### src/rtl/core/iatv_pkg.sv
// Package for the IP address text validator.
// Holds the queued word type, mode codes and limits shared by all modules.
// No dependencies.
package iatv_pkg;

    typedef enum logic {
        MODE_IPV4 = 1'b0,
        MODE_IPV6 = 1'b1
    } mode_t;

    // one classified character word
    typedef struct packed {
        logic       last;
        logic       no_char;
        logic       is_dec;
        logic       is_hexl;
        logic       is_colon;
        logic       is_dot;
        logic [3:0] digit;
    } item_t;

    localparam int unsigned QDEPTH = 2;
    localparam int unsigned QPTR_W = 1;
    localparam int unsigned QCNT_W = 2;

    localparam logic [7:0] CHAR_COLON = 8'h3A;
    localparam logic [7:0] CHAR_DOT   = 8'h2E;

    localparam logic [9:0] GV_SAT     = 10'd1023;
    localparam logic [9:0] V4_MAX     = 10'd255;
    localparam logic [3:0] V4_GROUPS  = 4'd4;
    localparam logic [3:0] V4_MIN_GRP = 4'd3;
    localparam logic [3:0] V6_GROUPS  = 4'd8;
    localparam logic [3:0] V4_DIGITS  = 4'd3;
    localparam logic [3:0] V6_DIGITS  = 4'd4;

endpackage

### src/rtl/core/iatv_front.sv
// Front end: takes input words and classifies each character.
// Pushes classified words into the queue. Depends on iatv_pkg.
module iatv_front (
    input  logic                s_tvalid,
    output logic                s_tready,
    input  logic [7:0]          s_tdata,
    input  logic                s_tlast,
    input  logic                s_tuser,
    input  logic                q_full,
    output logic                q_push,
    output iatv_pkg::item_t     q_item
);
    import iatv_pkg::*;

    assign s_tready = !q_full;
    assign q_push   = s_tvalid && !q_full;

    always_comb begin
        q_item          = '0;
        q_item.last     = s_tlast;
        q_item.no_char  = s_tuser;
        q_item.is_dec   = s_tdata inside {[8'h30:8'h39]};
        q_item.is_hexl  = s_tdata inside {[8'h41:8'h46], [8'h61:8'h66]};
        q_item.is_colon = (s_tdata == CHAR_COLON);
        q_item.is_dot   = (s_tdata == CHAR_DOT);
        q_item.digit    = s_tdata[3:0];
    end

endmodule

### src/rtl/core/iatv_queue.sv
// Two-entry queue of classified words between front and back.
// Depends on iatv_pkg.
module iatv_queue (
    input  logic                aclk,
    input  logic                aresetn,
    input  logic                push,
    input  iatv_pkg::item_t     push_item,
    output logic                full,
    input  logic                pop,
    output logic                head_valid,
    output iatv_pkg::item_t     head_item
);
    import iatv_pkg::*;

    item_t              mem_reg [QDEPTH];
    logic [QPTR_W-1:0]  wr_ptr_reg, wr_ptr_next;
    logic [QPTR_W-1:0]  rd_ptr_reg, rd_ptr_next;
    logic [QCNT_W-1:0]  cnt_reg, cnt_next;

    assign full       = (cnt_reg == QCNT_W'(QDEPTH));
    assign head_valid = (cnt_reg != '0);
    assign head_item  = mem_reg[rd_ptr_reg];

    always_comb begin
        wr_ptr_next = push ? wr_ptr_reg + 1'b1 : wr_ptr_reg;
        rd_ptr_next = pop ? rd_ptr_reg + 1'b1 : rd_ptr_reg;
        cnt_next    = cnt_reg;
        if (push && !pop) begin
            cnt_next = cnt_reg + 1'b1;
        end else if (pop && !push) begin
            cnt_next = cnt_reg - 1'b1;
        end
    end

    always_ff @(posedge aclk) begin
        if (!aresetn) begin
            wr_ptr_reg <= '0;
            rd_ptr_reg <= '0;
            cnt_reg    <= '0;
        end else begin
            wr_ptr_reg <= wr_ptr_next;
            rd_ptr_reg <= rd_ptr_next;
            cnt_reg    <= cnt_next;
        end
    end

    always_ff @(posedge aclk) begin
        if (push) begin
            mem_reg[wr_ptr_reg] <= push_item;
        end
    end

    a_cnt_bound: assert property (@(posedge aclk) disable iff (!aresetn)
        cnt_reg <= QCNT_W'(QDEPTH))
        else $error("queue count over depth");
    a_no_under: assert property (@(posedge aclk) disable iff (!aresetn)
        pop |-> head_valid)
        else $error("pop from empty queue");
    a_no_over: assert property (@(posedge aclk) disable iff (!aresetn)
        push |-> !full)
        else $error("push into full queue");
    a_ptr_gap: assert property (@(posedge aclk) disable iff (!aresetn)
        (cnt_reg == '0 || cnt_reg == QCNT_W'(QDEPTH)) |-> wr_ptr_reg == rd_ptr_reg)
        else $error("queue pointers inconsistent with count");

endmodule

### src/rtl/core/iatv_back.sv
// Back end: string state update per word, verdict on the last word.
// Holds the mode register and the output register. Depends on iatv_pkg.
module iatv_back (
    input  logic                aclk,
    input  logic                aresetn,
    input  logic                cfg_wr_en,
    input  logic                cfg_wr_data,
    input  logic                head_valid,
    input  iatv_pkg::item_t     head_item,
    output logic                pop,
    output logic                m_tvalid,
    input  logic                m_tready,
    output logic                m_res
);
    import iatv_pkg::*;

    mode_t       mode_reg, mode_next;
    logic [3:0]  gc_reg, gc_next;
    logic [2:0]  gd_reg, gd_next;
    logic [9:0]  gv_reg, gv_next;
    logic        prev_reg, prev_next;
    logic        bps_reg, bps_next;
    logic        seen_reg, seen_next;
    logic        first_reg, first_next;
    logic        need_reg, need_next;
    logic        rej_reg, rej_next;
    logic        mv_reg, mv_next;
    logic        res_reg, res_next;

    logic        v6;
    logic        is_sep;
    logic        is_digit;
    logic [3:0]  limit;
    logic [3:0]  nd;
    logic [3:0]  gc_inc;
    logic [13:0] gv_acc;
    logic [3:0]  cnt;
    logic        verdict;

    assign pop      = head_valid && (!mv_reg || m_tready);
    assign m_tvalid = mv_reg;
    assign m_res    = res_reg;

    assign v6       = (mode_reg == MODE_IPV6);
    assign is_sep   = v6 ? head_item.is_colon : head_item.is_dot;
    assign is_digit = head_item.is_dec || (v6 && head_item.is_hexl);
    assign limit    = v6 ? V6_DIGITS : V4_DIGITS;
    assign nd       = {1'b0, gd_reg} + 4'd1;
    assign gc_inc   = gc_reg + 4'd1;
    assign gv_acc   = {1'b0, gv_reg, 3'b000} + {3'b000, gv_reg, 1'b0}
                    + {10'd0, head_item.digit};

    // character step
    always_comb begin
        gc_next    = gc_reg;
        gd_next    = gd_reg;
        gv_next    = gv_reg;
        prev_next  = prev_reg;
        bps_next   = bps_reg;
        seen_next  = seen_reg;
        first_next = first_reg;
        need_next  = need_reg;
        rej_next   = rej_reg;
        if (pop && !head_item.no_char && !rej_reg) begin
            if (need_reg && !is_sep) begin
                need_next = 1'b0;
                rej_next  = 1'b1;
            end else begin
                need_next  = 1'b0;
                bps_next   = first_reg ? 1'b0 : prev_reg;
                first_next = 1'b0;
                if (is_digit) begin
                    prev_next = 1'b0;
                    if (nd > limit) begin
                        rej_next = 1'b1;
                    end else begin
                        gd_next = nd[2:0];
                        if (!v6) begin
                            gv_next = (gv_acc > 14'(GV_SAT)) ? GV_SAT : gv_acc[9:0];
                        end
                    end
                end else if (is_sep && !prev_reg) begin
                    if (first_reg) begin
                        need_next = 1'b1;
                        gc_next   = 4'd1;
                        prev_next = 1'b1;
                    end else if ((!v6 && gc_inc > V4_GROUPS) || (v6 && gc_inc > V6_GROUPS)
                                 || (!v6 && gv_reg > V4_MAX)) begin
                        gc_next  = gc_inc;
                        rej_next = 1'b1;
                    end else begin
                        gc_next   = gc_inc;
                        gv_next   = '0;
                        gd_next   = '0;
                        prev_next = 1'b1;
                    end
                end else if (is_sep && prev_reg && !seen_reg && v6) begin
                    seen_next = 1'b1;
                end else begin
                    rej_next = 1'b1;
                end
            end
        end
    end

    // verdict on the updated state
    always_comb begin
        cnt     = gc_next - ((gd_next == '0) ? 4'd1 : 4'd0);
        verdict = 1'b1;
        if (rej_next || need_next) begin
            verdict = 1'b0;
        end else if (prev_next && (!v6 || !bps_next)) begin
            verdict = 1'b0;
        end else if (!v6 && gv_next > V4_MAX) begin
            verdict = 1'b0;
        end else if (!v6 && cnt < V4_MIN_GRP) begin
            verdict = 1'b0;
        end else if (v6 && cnt < V6_GROUPS && (!seen_next || cnt == '0)) begin
            verdict = 1'b0;
        end
    end

    always_comb begin
        mv_next  = mv_reg;
        res_next = res_reg;
        if (pop && head_item.last) begin
            mv_next  = 1'b1;
            res_next = verdict;
        end else if (m_tready) begin
            mv_next = 1'b0;
        end
    end

    assign mode_next = cfg_wr_en ? mode_t'(cfg_wr_data) : mode_reg;

    always_ff @(posedge aclk) begin
        if (!aresetn) begin
            mode_reg  <= MODE_IPV4;
            gc_reg    <= 4'd1;
            gd_reg    <= '0;
            gv_reg    <= '0;
            prev_reg  <= 1'b1;
            bps_reg   <= 1'b0;
            seen_reg  <= 1'b0;
            first_reg <= 1'b1;
            need_reg  <= 1'b0;
            rej_reg   <= 1'b0;
            mv_reg    <= 1'b0;
        end else begin
            mode_reg <= mode_next;
            mv_reg   <= mv_next;
            if (pop && head_item.last) begin
                gc_reg    <= 4'd1;
                gd_reg    <= '0;
                gv_reg    <= '0;
                prev_reg  <= (mode_reg == MODE_IPV4);
                bps_reg   <= 1'b0;
                seen_reg  <= 1'b0;
                first_reg <= 1'b1;
                need_reg  <= 1'b0;
                rej_reg   <= 1'b0;
            end else begin
                gc_reg    <= gc_next;
                gd_reg    <= gd_next;
                gv_reg    <= gv_next;
                prev_reg  <= (cfg_wr_en && first_reg) ? !cfg_wr_data : prev_next;
                bps_reg   <= bps_next;
                seen_reg  <= seen_next;
                first_reg <= first_next;
                need_reg  <= need_next;
                rej_reg   <= rej_next;
            end
        end
    end

    always_ff @(posedge aclk) begin
        res_reg <= res_next;
    end

    a_res_hold: assert property (@(posedge aclk) disable iff (!aresetn)
        (mv_reg && !m_tready) |=> (mv_reg && $stable(res_reg)))
        else $error("result lost while stalled");
    a_first_clean: assert property (@(posedge aclk) disable iff (!aresetn)
        first_reg |-> (gc_reg == 4'd1 && gd_reg == '0 && !rej_reg && !seen_reg))
        else $error("string state not clean at first character");
    a_digits: assert property (@(posedge aclk) disable iff (!aresetn)
        gd_reg <= 3'(V6_DIGITS))
        else $error("group digit count out of range");
    a_need_pos: assert property (@(posedge aclk) disable iff (!aresetn)
        need_reg |-> (prev_reg && !first_reg))
        else $error("second colon pending outside leading position");

endmodule

### src/rtl/core/ip_address_text_validator.sv
// Top level of the IP address text validator: front, queue and back.
// Depends on iatv_pkg, iatv_front, iatv_queue, iatv_back.
//
//  port group | dir | contents
//  s_*        | in  | one character word: tdata=ch, tuser=no_char, tlast=last
//  m_*        | out | one verdict word per string, on the word marked last
//  cfg_wr_*   | in  | mode register: 0 IPv4 dotted decimal, 1 IPv6 colon hex
//
// One word per cycle unless the output stalls; a word passes from the queue
// through the state update to the output register. The two-entry queue lets
// input run on while the output stalls; backpressure reaches s_tready once full.
// Reset is synchronous, active low, and clears the mode to IPv4.
module ip_address_text_validator (
    input  logic        aclk,
    input  logic        aresetn,
    input  logic        cfg_wr_en,
    input  logic        cfg_wr_data,
    input  logic        s_tvalid,
    output logic        s_tready,
    input  logic [7:0]  s_tdata,   // [7:0] ch
    input  logic        s_tlast,
    input  logic        s_tuser,   // [0] no_char
    output logic        m_tvalid,
    input  logic        m_tready,
    output logic [7:0]  m_tdata    // [0] valid_res, [7:1] zero
);
    import iatv_pkg::*;

    item_t push_item;
    item_t head_item;
    logic  q_full;
    logic  q_push;
    logic  q_pop;
    logic  head_valid;
    logic  res;

    iatv_front u_front (
        .s_tvalid (s_tvalid),
        .s_tready (s_tready),
        .s_tdata  (s_tdata),
        .s_tlast  (s_tlast),
        .s_tuser  (s_tuser),
        .q_full   (q_full),
        .q_push   (q_push),
        .q_item   (push_item)
    );

    iatv_queue u_queue (
        .aclk       (aclk),
        .aresetn    (aresetn),
        .push       (q_push),
        .push_item  (push_item),
        .full       (q_full),
        .pop        (q_pop),
        .head_valid (head_valid),
        .head_item  (head_item)
    );

    iatv_back u_back (
        .aclk        (aclk),
        .aresetn     (aresetn),
        .cfg_wr_en   (cfg_wr_en),
        .cfg_wr_data (cfg_wr_data),
        .head_valid  (head_valid),
        .head_item   (head_item),
        .pop         (q_pop),
        .m_tvalid    (m_tvalid),
        .m_tready    (m_tready),
        .m_res       (res)
    );

    assign m_tdata = {7'd0, res};

endmodule

### config.mk
export PLATFORM = sky130hd
export DESIGN_NAME = ip_address_text_validator
export DESIGN_NICKNAME = d
export VERILOG_FILES = /design/src/rtl/core/iatv_pkg.sv /design/src/rtl/core/iatv_front.sv /design/src/rtl/core/iatv_queue.sv /design/src/rtl/core/iatv_back.sv /design/src/rtl/core/ip_address_text_validator.sv
export SDC_FILE = /design/constraint.sdc
export NUM_CORES = 1
export LEC_CHECK = 0
export BUFFER_PORTS_ARGS = -buffer_cell sky130_fd_sc_hd__buf_2
export CORE_MARGIN = 3
export CORE_UTILIZATION = 35
export CTS_CLUSTER_DIAMETER = 200
export CTS_CLUSTER_SIZE = 25
export DETAILED_ROUTE_END_ITERATION = 8
export PLACE_DENSITY_LB_ADDON = 0.2
export SETUP_SLACK_MARGIN = 0.02
export SYNTH_ARGS = -nofsm -noshare
export SYNTH_HDL_FRONTEND = slang
export SYNTH_SLANG_ARGS = --single-unit
### constraint.sdc
create_clock -name aclk -period 5.45 [get_ports aclk]
set_input_delay 0.545 -clock aclk [delete_from_list [all_inputs] [get_ports aclk]]
set_output_delay 0.545 -clock aclk [all_outputs]
set_load 0.01 [all_outputs]
==> impl_metrics.tcl <==
set metrics [dict create \
    status "finished clean" \
    fmaxAchievable_ghz 0.2543 \
    clk_latency_ns 0.30 \
    die-area_um2 10520 \
    yosysTopAreaCellShare 0.1932 \
    setup_ws_ns 1.518 \
    ys_async_sr_fraction 0 \
    postCtsHoldBufs 0 \
    grt_pass1_wl_um 11250 \
    endpoint_kind "flip-flop" \
    drc 0 \
    vias 2453 \
    dpl.hpwl_um 4792 \
    busiest_layer "met2" \
    ys_ff_latch 51 \
    area_growth_pct 7.858 \
    vdd_drop_max_uv 179.1 \
    antenna_found_initial 0 \
    synth_largest_area_cell "edfxtp_1" \
    yosys.cell_types.count 72 \
    clock_path_buffers 2 \
    ctsResizeCount 0 \
    start_kind "flip-flop" \
    cts_sinks 51 \
    routed_wl_um 6342 \
    hold_viol 0 \
    final-setup-viol-count 0 \
    largest_reg_flops 20 \
    ff2ff_path_depth 13 \
    min_path_type "in2reg" \
    num_antenna_cells 0 \
    avgRoutedWirePerCell_um 13.67 \
    nets 400 \
    overflow 0 \
    avgSynthCellArea_um2 9.573 \
    worst_ep_required_time_ns 5.58 \
    fp-row-count 34 \
    leakagePower_nw 1.404 \
    initial_core_util 0.3672 \
    arrival_ns 4.07 \
    tightest_slew_ns 0.8749 \
    maxCapViolCount 0 \
    cpMaxStageDelayCell "dfxtp_1" \
    skew_ns 0.009302 \
    cts_buffers 5 \
    clockRootBuffer "clkbuf_8" \
    post-route-period-util 0.7215 \
    yosysWarnings 0 \
    criticalPathCategory "reg2reg" \
    netlist_instances 341 \
    portBuffers 18 \
    use_met2 0.2165 \
    synth_most_common_cell "dfxtp_1" \
    die_h_um 102.6 \
    grt_use_met3 0.02368 \
    r2r_end "u_back.m_res" \
    slew-limit-headroom 0.4145 \
    routabilityCongestion 0.7993 \
    p_per_area_nw_per_um2 340.1 \
    track_usage 0.1319 \
    use_met1 0.1842 \
    yosysSeqAreaShare 0.3772 \
    tns_ns 0 \
    finalCriticalPeriod_ns 3.932 \
    via_per_inst 5.287 \
    pre_cts_ws_ns 1.528 \
    cts_tree "built" \
    core_area_um2 8891 \
    slew_viol_final 0 \
    post_cts_buffers 0 \
    syn_area_um2 3264 \
    synth_area_leaders "edfxtp_1 19%, dfxtp_1 18%, ha_1 10%, a21oi_1 3.8%, o21ai_0 3.1%" \
    worstSetupEndpoint "u_back.m_res" \
    crit_fanout 10 \
    synth_commonest_cells "30 x dfxtp_1, 27 x ha_1, 25 x a21oi_1, 25 x nand2_1, 25 x nor2_1" \
    drtAntennaViolNets 0 \
    r2r_setup_slack_ns 1.52 \
    grt_max_degree 23 \
    drive_gt1_frac 0.1489 \
    first_iter_violations 104 \
    die_w_um 102.6 \
    htree_num_levels 2 \
    ys.flop_type "dfxtp_1" \
    drt-pass1-iter-count 4 \
    synth-edff-count 21 \
    num_io_pins 26 \
    rsz0062_at_grt "no" \
    grt_pass1_vias 2377 \
    critical-path-max-stage-delay_ns 0.62 \
    path_cells "mux2_2 > ha_1 > ha_1 > inv_1 > fa_1 > nor2b_1 > o31a_1 > o31a_1 > mux2i_1 > nand4_1 > o21ai_0 > a41oi_2 > a311oi_2" \
    clk_pin_slew_ns 0.10 \
]
[cells in the final DEF, fill, tap and decap left out, types with 3 or more instances in the layout]
master	synthesis	final
nand2b_1	5	5
o21ai_1	4	5
ha_1	27	27
nand3b_1	4	4
buf_2	4	18
xor2_1	4	4
and3_1	4	4
conb_1	1	7
and2_1	5	5
buf_4	8	3
mux2i_1	6	6
xnor2_1	5	5
a21o_1	6	6
nand3_1	6	6
clkbuf_8	0	5
dfxtp_1	30	30
mux2_2	5	5
nor2_1	25	25
or3_1	4	4
or2_2	3	3
o21ai_0	20	19
o31ai_1	3	3
o21a_1	5	5
edfxtp_1	21	21
a21oi_1	25	25
nor2b_1	6	6
nand2_1	25	25
nor3_1	4	4
o211ai_1	3	3
inv_1	16	16
[metrics by stage]
stage          total power [mW]  std cells  area, um2  utilization  hold slack (ns)
6_report                  1.197        464       3521       0.3960           0.4239
5_1_grt                   1.292        464       3521       0.3960           0.4133
4_1_cts                   1.212        464       3521       0.3960           0.4156
3_5_place_dp             0.9404        456       3410       0.3835           0.4711
3_3_place_gp             0.9353        456       3410       0.3835           0.4602
2_1_floorplan            0.8509        347       3287            -           0.4404
[worst max-delay path: cells and delay by family, from the launching register on]
| kind | cells | cell delay, ns |
|---|---|---|
| muxes | 2 | 0.60 |
| buffers and inverters | 1 | 0.05 |
| adders and majority gates | 3 | 0.85 |
| and+or+nand+nor | 2 | 0.52 |
| DFF | 1 | 0.62 |
| AOI/OAI and AO/OA | 5 | 1.11 |
[worst min-delay path by stage]
stage	start	end	slack (ns)	cells after the start
final	s_tlast	u_queue.mem_reg[0][9]	0.42	1
after global routing	s_tlast	u_queue.mem_reg[1][9]	0.41	1
after CTS	s_tlast	u_queue.mem_reg[1][9]	0.42	1
after detailed placement	u_back.rej_reg	u_back.rej_reg	0.47	2
after global placement	u_back.rej_reg	u_back.rej_reg	0.46	2
after floorplan	u_back.rej_reg	u_back.rej_reg	0.44	2
[where the power goes]
group	total (mW)	internal (mW)	switching [mW]
Combinational	0.424	0.178	0.246
Clock	0.267	0.139	0.128
Sequential	0.506	0.457	0.0487
Total	1.20	0.774	0.423
[cell type report]
class	instances	area (um2)
Fill cell	891	5370
Multi-Input combinational cell	259	1867
Sequential cell	51	1231
Tap cell	108	135.1
Timing Repair Buffer	21	112.6
Clock buffer	6	72.57
Inverter	17	63.81
Clock inverter	2	38.79
[cell families (layout without fill, tap and decap cells)]
group | Yosys count | in the layout | share of synthesized area
other | 1 | 7 | 0.001149
AND/OR/NAND/NOR | 103 | 103 | 0.1656
XOR/XNOR | 9 | 9 | 0.02415
multiplexers | 13 | 13 | 0.04714
buffers and inverters | 37 | 46 | 0.05788
adder cells (fa/ha/maj) | 29 | 29 | 0.1158
flip-flops | 51 | 51 | 0.3772
AO/OA/AOI/OAI | 98 | 98 | 0.2112
[layer usage]
| metal | routed length, um | part of all wire |
|---|---|---|
| met1 | 3119 | 0.49 |
| met2 | 3021 | 0.48 |
| met3 | 165 | 0.026 |
| met4 | 36 | 0.0057 |
| met5 | 0 | 0 |
No activity file was read; power rests on OpenSTA's default activity.
